### config.mk
export PLATFORM = sky130hd
export DESIGN_NAME = hrrn_process_scheduler
export DESIGN_NICKNAME = d
export VERILOG_FILES = /design/src/rtl/hrrn_pkg.sv /design/src/rtl/hrrn_ratio_cmp.sv /design/src/rtl/hrrn_process_scheduler.sv
export VERILOG_INCLUDE_DIRS = /design/src /design/src/rtl
export SDC_FILE = /design/constraint.sdc
export NUM_CORES = 2
export LEC_CHECK = 0
export BUFFER_PORTS_ARGS = -buffer_cell sky130_fd_sc_hd__buf_2
export CORE_MARGIN = 10
export CORE_UTILIZATION = 25
export DETAILED_ROUTE_END_ITERATION = 6
export MAX_ROUTING_LAYER = met4
export PLACE_DENSITY = 0.44
export SETUP_SLACK_MARGIN = 0.5
export SYNTH_ARGS = -nofsm -noshare
export SYNTH_HDL_FRONTEND = slang
export SYNTH_HIERARCHICAL = 1
export SYNTH_SLANG_ARGS = --single-unit
### constraint.sdc
create_clock -name aclk -period 8.2 [get_ports aclk]
set_clock_uncertainty 0.15 [all_clocks]
set_input_delay 0.82 -clock aclk [delete_from_list [all_inputs] [get_ports aclk]]
set_output_delay 0.82 -clock aclk [all_outputs]
set_load 0.05 [all_outputs]
### src/rtl/hrrn_process_scheduler_macros.svh
// Assertion macros shared by the scheduler RTL.
`ifndef HRRN_PROCESS_SCHEDULER_MACROS_SVH
`define HRRN_PROCESS_SCHEDULER_MACROS_SVH

// Same-cycle implication, disabled while reset is asserted.
`define HRRN_ASSERT_NOW(label, clk, rstn, ante, cons, msg) \
    label: assert property (@(posedge clk) disable iff (!rstn) (ante) |-> (cons)) \
        else $error(msg);

// Next-cycle implication, disabled while reset is asserted.
`define HRRN_ASSERT_NEXT(label, clk, rstn, ante, cons, msg) \
    label: assert property (@(posedge clk) disable iff (!rstn) (ante) |=> (cons)) \
        else $error(msg);

`endif

### src/rtl/hrrn_pkg.sv
// Package: shared constants and the sequencer state type of the HRRN scheduler.
`default_nettype none

package hrrn_pkg;

    localparam int PROC_W      = 8;
    localparam int BURST_IN_W  = 16;
    localparam int COUNT_OUT_W = 5;

    localparam logic OP_TICK   = 1'b0;
    localparam logic OP_ARRIVE = 1'b1;

    typedef enum logic [5:0] {
        ST_IDLE   = 6'b000001,
        ST_ARRIVE = 6'b000010,
        ST_READ   = 6'b000100,
        ST_MUL    = 6'b001000,
        ST_CMP    = 6'b010000,
        ST_DONE   = 6'b100000
    } hrrn_state_t;

endpackage

`default_nettype wire

### src/rtl/hrrn_ratio_cmp.sv
// Response-ratio comparator: registered cross products, compare on the next cycle.
`default_nettype none

module hrrn_ratio_cmp #(
    parameter int TIME_BITS = 16
) (
    input  wire logic                 aclk,
    input  wire logic                 load,
    input  wire logic [TIME_BITS-1:0] cand_wait,
    input  wire logic [TIME_BITS-1:0] cand_rem,
    input  wire logic [TIME_BITS-1:0] best_wait,
    input  wire logic [TIME_BITS-1:0] best_rem,
    output logic                      above
);

    localparam int PROD_W = 2 * TIME_BITS;

    logic [PROD_W-1:0] prod_cand_reg;
    logic [PROD_W-1:0] prod_best_reg;
    logic              cand_zero_reg;
    logic              best_zero_reg;

    // ratio (w+b)/b compared as w_c*b_b > w_b*b_c
    always_ff @(posedge aclk) begin
        if (load) begin
            prod_cand_reg <= PROD_W'(cand_wait) * PROD_W'(best_rem);
            prod_best_reg <= PROD_W'(best_wait) * PROD_W'(cand_rem);
            cand_zero_reg <= (cand_rem == '0);
            best_zero_reg <= (best_rem == '0);
        end
    end

    // zero burst ranks above every nonzero burst; two zeros tie
    always_comb begin
        if (cand_zero_reg) begin
            above = !best_zero_reg;
        end else if (best_zero_reg) begin
            above = 1'b0;
        end else begin
            above = (prod_cand_reg > prod_best_reg);
        end
    end

endmodule

`default_nettype wire

### src/rtl/hrrn_process_scheduler.sv
// Top level: non-preemptive highest-response-ratio-next process scheduler.
`default_nettype none
`include "hrrn_process_scheduler_macros.svh"

// Every accepted item (s_opcode 1 = arrival, 0 = tick) returns exactly one
// result item: the running process after the item, whether an arrival was
// dropped on a full table, and how many processes wait. An arrival takes the
// lowest free slot with zero wait. A tick walks every slot of the slot memory
// once, after ST_READ fetches slot 0: per slot, products go into the shared
// cross-multiply comparator (ST_MUL), then compare and wait write-back
// (ST_CMP), and ST_DONE ends the walk. The walk is paced by the single read
// port of the slot memory and the one comparator. The same pass picks the
// dispatch candidate by exact integer cross products (ties to the lowest
// slot) and bumps every wait, saturating at 2^TIME_BITS-1. One item is in
// work at a time; s_ready is high whenever the sequencer is idle, even while
// a result still sits in the output register. Slot memory contents need no
// clearing after reset: a slot is used for ranking only when its valid flop
// is set.
module hrrn_process_scheduler
    import hrrn_pkg::*;
#(
    parameter int NUM_SLOTS = 16,
    parameter int TIME_BITS = 16
) (
    input  wire logic                   aclk,
    input  wire logic                   aresetn,
    // input item channel
    input  wire logic                   s_valid,
    output logic                        s_ready,
    input  wire logic                   s_opcode,
    input  wire logic [PROC_W-1:0]      s_proc_id,
    input  wire logic [BURST_IN_W-1:0]  s_burst_time,
    // result item channel
    output logic                        m_valid,
    input  wire logic                   m_ready,
    output logic                        m_running_valid,
    output logic [PROC_W-1:0]           m_running_id,
    output logic                        m_arrival_dropped,
    output logic [COUNT_OUT_W-1:0]      m_waiting_count
);

    localparam int IDX_W     = $clog2(NUM_SLOTS);
    localparam int CNT_W     = $clog2(NUM_SLOTS + 1);
    localparam int ENT_W     = PROC_W + 2 * TIME_BITS;
    localparam int BURST_X_W = (TIME_BITS > BURST_IN_W) ? TIME_BITS : BURST_IN_W;
    localparam int CNT_X_W   = (CNT_W > COUNT_OUT_W) ? CNT_W : COUNT_OUT_W;

    // ---------------- control state ----------------
    hrrn_state_t            state_reg, state_next;
    logic [NUM_SLOTS-1:0]   slot_valid_reg, slot_valid_next;
    logic [CNT_W-1:0]       count_reg, count_next;
    logic                   run_active_reg, run_active_next;
    logic [PROC_W-1:0]      run_proc_reg, run_proc_next;
    logic [TIME_BITS-1:0]   run_left_reg, run_left_next;
    logic                   m_valid_reg, m_valid_next;

    // ---------------- item / scan payload ----------------
    logic                   op_reg, op_next;
    logic [PROC_W-1:0]      pid_reg, pid_next;
    logic [TIME_BITS-1:0]   burst_reg, burst_next;
    logic [IDX_W-1:0]       idx_reg, idx_next;
    logic                   disp_reg, disp_next;
    logic                   best_found_reg, best_found_next;
    logic [IDX_W-1:0]       best_idx_reg, best_idx_next;
    logic [PROC_W-1:0]      best_proc_reg, best_proc_next;
    logic [TIME_BITS-1:0]   best_rem_reg, best_rem_next;
    logic [TIME_BITS-1:0]   best_wait_reg, best_wait_next;

    // ---------------- result register ----------------
    logic                   out_rv_reg, out_rv_next;
    logic [PROC_W-1:0]      out_id_reg, out_id_next;
    logic                   out_drop_reg, out_drop_next;
    logic [COUNT_OUT_W-1:0] out_cnt_reg, out_cnt_next;

    // ---------------- slot memory: {proc, remaining, wait} ----------------
    logic [ENT_W-1:0]       mem [NUM_SLOTS];
    logic [ENT_W-1:0]       rd_data_reg;
    logic                   mem_re, mem_we;
    logic [IDX_W-1:0]       mem_raddr, mem_waddr;
    logic [ENT_W-1:0]       mem_wdata;

    logic [PROC_W-1:0]      rd_proc;
    logic [TIME_BITS-1:0]   rd_rem;
    logic [TIME_BITS-1:0]   rd_wait;
    logic [TIME_BITS-1:0]   wait_inc;

    logic                   out_free;
    logic                   last_slot;
    logic                   cur_valid;
    logic                   cand_above;
    logic                   take;
    logic                   free_any;
    logic [IDX_W-1:0]       free_idx;
    logic [BURST_X_W-1:0]   burst_ext;
    logic [CNT_X_W-1:0]     cnt_ext;

    assign rd_proc  = rd_data_reg[ENT_W-1 -: PROC_W];
    assign rd_rem   = rd_data_reg[2*TIME_BITS-1 -: TIME_BITS];
    assign rd_wait  = rd_data_reg[TIME_BITS-1:0];
    assign wait_inc = (&rd_wait) ? rd_wait : rd_wait + 1'b1;

    assign out_free  = !m_valid_reg || m_ready;
    assign last_slot = (idx_reg == IDX_W'(NUM_SLOTS - 1));
    assign cur_valid = slot_valid_reg[idx_reg];
    assign burst_ext = BURST_X_W'(s_burst_time);

    assign s_ready           = (state_reg == ST_IDLE);
    assign m_valid           = m_valid_reg;
    assign m_running_valid   = out_rv_reg;
    assign m_running_id      = out_id_reg;
    assign m_arrival_dropped = out_drop_reg;
    assign m_waiting_count   = out_cnt_reg;

    // lowest free slot
    always_comb begin
        free_any = 1'b0;
        free_idx = '0;
        for (int i = NUM_SLOTS - 1; i >= 0; i--) begin
            if (!slot_valid_reg[i]) begin
                free_any = 1'b1;
                free_idx = IDX_W'(i);
            end
        end
    end

    hrrn_ratio_cmp #(
        .TIME_BITS (TIME_BITS)
    ) u_cmp (
        .aclk      (aclk),
        .load      (state_reg == ST_MUL),
        .cand_wait (rd_wait),
        .cand_rem  (rd_rem),
        .best_wait (best_wait_reg),
        .best_rem  (best_rem_reg),
        .above     (cand_above)
    );

    // strict ">" keeps the lower slot on a tie
    assign take = disp_reg && cur_valid && (!best_found_reg || cand_above);

    // memory port control: read next slot while writing back the current one
    always_comb begin
        mem_re    = (state_reg == ST_READ) || ((state_reg == ST_CMP) && !last_slot);
        mem_raddr = (state_reg == ST_CMP) ? idx_reg + 1'b1 : idx_reg;
        mem_we    = 1'b0;
        mem_waddr = idx_reg;
        mem_wdata = {rd_proc, rd_rem, wait_inc};
        if (state_reg == ST_ARRIVE) begin
            mem_we    = out_free && free_any;
            mem_waddr = free_idx;
            mem_wdata = {pid_reg, burst_reg, {TIME_BITS{1'b0}}};
        end else if (state_reg == ST_CMP) begin
            mem_we = cur_valid;
        end
    end

    always_ff @(posedge aclk) begin
        if (mem_we) begin
            mem[mem_waddr] <= mem_wdata;
        end
        if (mem_re) begin
            rd_data_reg <= mem[mem_raddr];
        end
    end

    // sequencer
    always_comb begin
        state_next      = state_reg;
        slot_valid_next = slot_valid_reg;
        count_next      = count_reg;
        run_active_next = run_active_reg;
        run_proc_next   = run_proc_reg;
        run_left_next   = run_left_reg;
        m_valid_next    = m_valid_reg && !m_ready;
        op_next         = op_reg;
        pid_next        = pid_reg;
        burst_next      = burst_reg;
        idx_next        = idx_reg;
        disp_next       = disp_reg;
        best_found_next = best_found_reg;
        best_idx_next   = best_idx_reg;
        best_proc_next  = best_proc_reg;
        best_rem_next   = best_rem_reg;
        best_wait_next  = best_wait_reg;
        out_rv_next     = out_rv_reg;
        out_id_next     = out_id_reg;
        out_drop_next   = out_drop_reg;
        out_cnt_next    = out_cnt_reg;
        cnt_ext         = '0;

        unique case (state_reg)
            ST_IDLE: begin
                if (s_valid) begin
                    op_next         = s_opcode;
                    pid_next        = s_proc_id;
                    burst_next      = burst_ext[TIME_BITS-1:0];
                    idx_next        = '0;
                    best_found_next = 1'b0;
                    disp_next       = !run_active_reg || (run_left_reg == '0);
                    state_next      = (s_opcode == OP_ARRIVE) ? ST_ARRIVE : ST_READ;
                end
            end
            ST_ARRIVE: begin
                if (out_free) begin
                    if (free_any) begin
                        slot_valid_next[free_idx] = 1'b1;
                        count_next                = count_reg + 1'b1;
                    end
                    out_drop_next = !free_any;
                    m_valid_next  = 1'b1;
                    state_next    = ST_IDLE;
                end
            end
            ST_READ: begin
                state_next = ST_MUL;
            end
            ST_MUL: begin
                state_next = ST_CMP;
            end
            ST_CMP: begin
                if (take) begin
                    best_found_next = 1'b1;
                    best_idx_next   = idx_reg;
                    best_proc_next  = rd_proc;
                    best_rem_next   = rd_rem;
                    best_wait_next  = rd_wait;
                end
                if (last_slot) begin
                    state_next = ST_DONE;
                end else begin
                    idx_next   = idx_reg + 1'b1;
                    state_next = ST_MUL;
                end
            end
            ST_DONE: begin
                if (out_free) begin
                    if (disp_reg) begin
                        if (best_found_reg) begin
                            run_active_next               = 1'b1;
                            run_proc_next                 = best_proc_reg;
                            run_left_next                 = (best_rem_reg == '0) ?
                                                            '0 : best_rem_reg - 1'b1;
                            slot_valid_next[best_idx_reg] = 1'b0;
                            count_next                    = count_reg - 1'b1;
                        end else begin
                            run_active_next = 1'b0;
                            run_proc_next   = '0;
                            run_left_next   = '0;
                        end
                    end else begin
                        run_left_next = (run_left_reg == '0) ? '0 : run_left_reg - 1'b1;
                    end
                    out_drop_next = 1'b0;
                    m_valid_next  = 1'b1;
                    state_next    = ST_IDLE;
                end
            end
            default: begin
                state_next = ST_IDLE;
            end
        endcase

        // result fields follow the state after the item
        cnt_ext      = CNT_X_W'(count_next);
        out_rv_next  = run_active_next;
        out_id_next  = run_active_next ? run_proc_next : '0;
        out_cnt_next = cnt_ext[COUNT_OUT_W-1:0];
    end

    always_ff @(posedge aclk) begin
        if (!aresetn) begin
            state_reg      <= ST_IDLE;
            slot_valid_reg <= '0;
            count_reg      <= '0;
            run_active_reg <= 1'b0;
            run_proc_reg   <= '0;
            run_left_reg   <= '0;
            m_valid_reg    <= 1'b0;
        end else begin
            state_reg      <= state_next;
            slot_valid_reg <= slot_valid_next;
            count_reg      <= count_next;
            run_active_reg <= run_active_next;
            run_proc_reg   <= run_proc_next;
            run_left_reg   <= run_left_next;
            m_valid_reg    <= m_valid_next;
        end
    end

    always_ff @(posedge aclk) begin
        op_reg         <= op_next;
        pid_reg        <= pid_next;
        burst_reg      <= burst_next;
        idx_reg        <= idx_next;
        disp_reg       <= disp_next;
        best_found_reg <= best_found_next;
        best_idx_reg   <= best_idx_next;
        best_proc_reg  <= best_proc_next;
        best_rem_reg   <= best_rem_next;
        best_wait_reg  <= best_wait_next;
        out_rv_reg     <= out_rv_next;
        out_id_reg     <= out_id_next;
        out_drop_reg   <= out_drop_next;
        out_cnt_reg    <= out_cnt_next;
    end

    // ---------------- assertions ----------------
    `HRRN_ASSERT_NOW(a_count_matches_valid, aclk, aresetn, 1'b1,
        count_reg == CNT_W'($countones(slot_valid_reg)), "waiting count out of step")
    `HRRN_ASSERT_NOW(a_no_rw_same_slot, aclk, aresetn, mem_we && mem_re,
        mem_waddr != mem_raddr, "slot memory read and write hit one entry")
    `HRRN_ASSERT_NOW(a_dispatch_from_valid, aclk, aresetn,
        (state_reg == ST_DONE) && out_free && disp_reg && best_found_reg,
        slot_valid_reg[best_idx_reg], "dispatch from an empty slot")
    `HRRN_ASSERT_NOW(a_idle_id_zero, aclk, aresetn, m_valid && !m_running_valid,
        m_running_id == '0, "running id nonzero with nothing running")
    `HRRN_ASSERT_NEXT(a_busy_after_accept, aclk, aresetn, s_valid && s_ready,
        !s_ready, "second item taken while one is in work")

endmodule

`default_nettype wire

==> flow_metrics.tcl <==
set metrics [dict create \
    outcome "finished, final reports clean" \
    hp-start "s_burst_time[13]" \
    netlist_top_cells_count "edfxtp_1, inv_1, nand2_1" \
    reg2reg_from "best_rem_reg[8]" \
    cts-resized-gates 0 \
    gp_congestion 0.814 \
    ctsRootBufferMaster "clkbuf_16" \
    ir_drop_mv 0.169 \
    synth_area_leader_cell "edfxtp_1" \
    ys_seq_area_frac 0.446 \
    tritoncts "done" \
    synth_flop_cell "edfxtp_1" \
    pwr-share-comb 0.163 \
    post_dp_cell_area_um2 62200 \
    seqPwrFrac 0.439 \
    grt_max_degree 131 \
    min_to "burst_reg[13]" \
    route.detailed.drc 0 \
    clkTransAtPathRegs_ns 0.06 \
    cp-start-kind "register" \
    slew_headroom 0.141 \
    leakagePower_nw 25.2 \
    ys_warn_count 6 \
    core_area_um2 232000 \
    stdcell_area_um2 65500 \
    p_total_w 0.0114 \
    ctsHoldBuffers 0 \
    dieArea_um2 253000 \
    antenna_found_initial 8 \
    post-cts-setup-buffers 0 \
    required_ns 8.47 \
    hold_violations 0 \
    die_height_um 503 \
    grt_pass1_wl_um 270000 \
    drt_iter0_drc 2950 \
    worstSetupPathType "register to register" \
    cp_max_fo 21 \
    htreeDepth 3 \
    reg2reg_slack_ns 1.36 \
    path_cells "nand2_1 > fa_1 > inv_1 > fa_1 > inv_1 > fa_1 > inv_1 > fa_1 > fa_1 > inv_1 > fa_1 > inv_1 > ha_1 > a21oi_1 > o221a_2 > o31a_2 > nor2_1 > a41oi_1 > o21ai_0 > xnor2_1" \
    port_buffers 45 \
    critPathArrivalTime_ns 7.11 \
    routed_via_density 4.87 \
    post-route-period-util 0.835 \
    cts_buffers 107 \
    synth_edf_count 821 \
    rows 177 \
    num_vias 39200 \
    p_int_w 0.00831 \
    switching_share 0.274 \
    hold_path_class "input pin to register" \
    start_util 0.251 \
    clk_path_buf_depth 3 \
    syn-num-nets 5617 \
    cpPeakStageDelay_ns 1.04 \
    postSynthAreaPerCell_um2 11.8 \
    async_flop_share 0 \
    power-per-cell-area_nw_per_um2 175 \
    largest_register_ffs 640 \
    post_drt_wl_per_cell_um 22.8 \
    critPathCaptureType "register" \
    first_pass_iters 5 \
    synth_top_area_share 0.423 \
    worst_pin_slew_ns 1.28 \
    place_hpwl_um 117000 \
    cts.sinks 888 \
    tns_ns 0 \
    insertion_delay_ns 0.74 \
    nets 5582 \
    clock_power_share 0.398 \
    die_w_um 503 \
    grt_pass1_vias 40100 \
    drive_gt1_frac 0.0933 \
    setup_viol 0 \
    critPathMostFrequentCell "fa_1" \
    grt_usage 0.146 \
    synth_area_leaders "edfxtp_1, fa_1, mux2i_1" \
    fill_cells 23800 \
    whs_path_depth 1 \
    synthDistinctLibCells 92 \
    switching_power_w 0.00314 \
    gr-total-overflow 0 \
    grt_setup_unrepaired "false" \
    ios 46 \
    ys_seq_elements 888 \
    postRouteWirelength_um 183000 \
    crit_path_top_delay_cell "edfxtp_1" \
    min_period_ns 6.84 \
    r2r_end "u_cmp/prod_cand_reg[31]" \
    drv_cap 0 \
    ant_nets 0 \
    slew_violations 0 \
    ff2ff_path_depth 20 \
    syn_area_um2 58300 \
    syn_inst 4953 \
    yosysMostFrequentCell "edfxtp_1" \
    fmax_ghz 0.146 \
    area_growth_pct 12.3 \
]
[how the worst max path moves through the flow]
stage	start	end	cells after the start
2_1_floorplan	rd_data_reg[23]	u_cmp/prod_best_reg[25]	20
3_3_place_gp	best_rem_reg[8]	u_cmp/prod_cand_reg[31]	20
3_5_place_dp	rd_data_reg[17]	u_cmp/prod_best_reg[20]	17
4_1_cts	rd_data_reg[19]	u_cmp/prod_best_reg[29]	18
5_1_grt	rd_data_reg[19]	u_cmp/prod_best_reg[29]	18
6_report	best_rem_reg[8]	u_cmp/prod_cand_reg[31]	20
[layout make-up]
type	count	area, µm²	share of cell area
multi-input combinational	3268	29500	0.450
tap	3043	3810	0.0581
antenna	4	10.0	0.000153
sequential	888	26000	0.397
clock buffer	135	2800	0.0428
clock inverter	59	513	0.00783
timing repair buffer	145	1000	0.0153
inverter	508	1910	0.0292
[cell families (layout without fill, tap and decap cells)]
logic type / count (synthesis) / after routing / synth area share
compound gates: 741 / 741 / 0.0824
xor+xnor: 90 / 90 / 0.0136
buf+inv: 797 / 847 / 0.0533
flops: 888 / 888 / 0.446
mux: 565 / 565 / 0.109
other cells: 0 / 4 / 0
simple gates: 1237 / 1237 / 0.110
fa+ha+maj: 635 / 635 / 0.186
[power groups by stage]
stage / registers (W) / logic (W) / clock network [W]
global route: 0.00502 / 0.00208 / 0.00486
floorplan: 0.00510 / 0.00134 / 0
CTS: 0.00502 / 0.00190 / 0.00470
detailed placement: 0.00512 / 0.00189 / 0
global placement: 0.00512 / 0.00189 / 0
finish: 0.00502 / 0.00187 / 0.00455
[critical path: cells and delay by family (launching register included)]
family          cells  cell delay (ns)
fa+ha+maj           7             3.36
compound gates      5             1.29
flops               1             1.04
buf+inv             5             0.26
simple gates        2             0.25
xor+xnor            1             0.18
[placed cells by master, fill, tap and decap left out, types with 42 or more instances in the layout]
cell,synthesis,routed
mux2_2,81,81
buf_4,5,98
inv_1,507,506
dfxtp_1,67,67
clkbuf_16,0,108
o221ai_1,45,45
edfxtp_1,821,821
fa_1,388,388
nand2_1,476,473
ha_1,247,246
a22oi_1,46,46
nor3_1,61,60
mux2i_1,436,436
a21oi_1,238,238
xnor2_1,56,55
nor2_1,99,80
o21ai_0,140,140
o32a_1,42,42
o22ai_1,49,49
nand3b_1,43,43
nor3b_1,45,45
and2_1,250,250
mux4_2,47,47
buf_2,59,45
nand3_1,72,71
[per-layer routing]
metal | wire length (µm) | global-route usage
met3 | 8070 | 0.0163
met4 | 3220 | 0.0298
met2 | 84900 | 0.228
met5 | 0 | -
met1 | 87000 | 0.204
[per-stage QoR]
stage          hold slack [ns]  std cells  utilization  worst slack (ns)
4_1_cts                 0.0309       8046        0.282              1.38
6_report                0.0969       8050        0.282              1.36
2_1_floorplan            0.276       4953            -              2.18
3_5_place_dp             0.290       7852        0.268              1.46
5_1_grt                 0.0675       8046        0.282              1.04
3_3_place_gp             0.295       7852        0.268              1.46
Power figures use the tool's default switching activity.
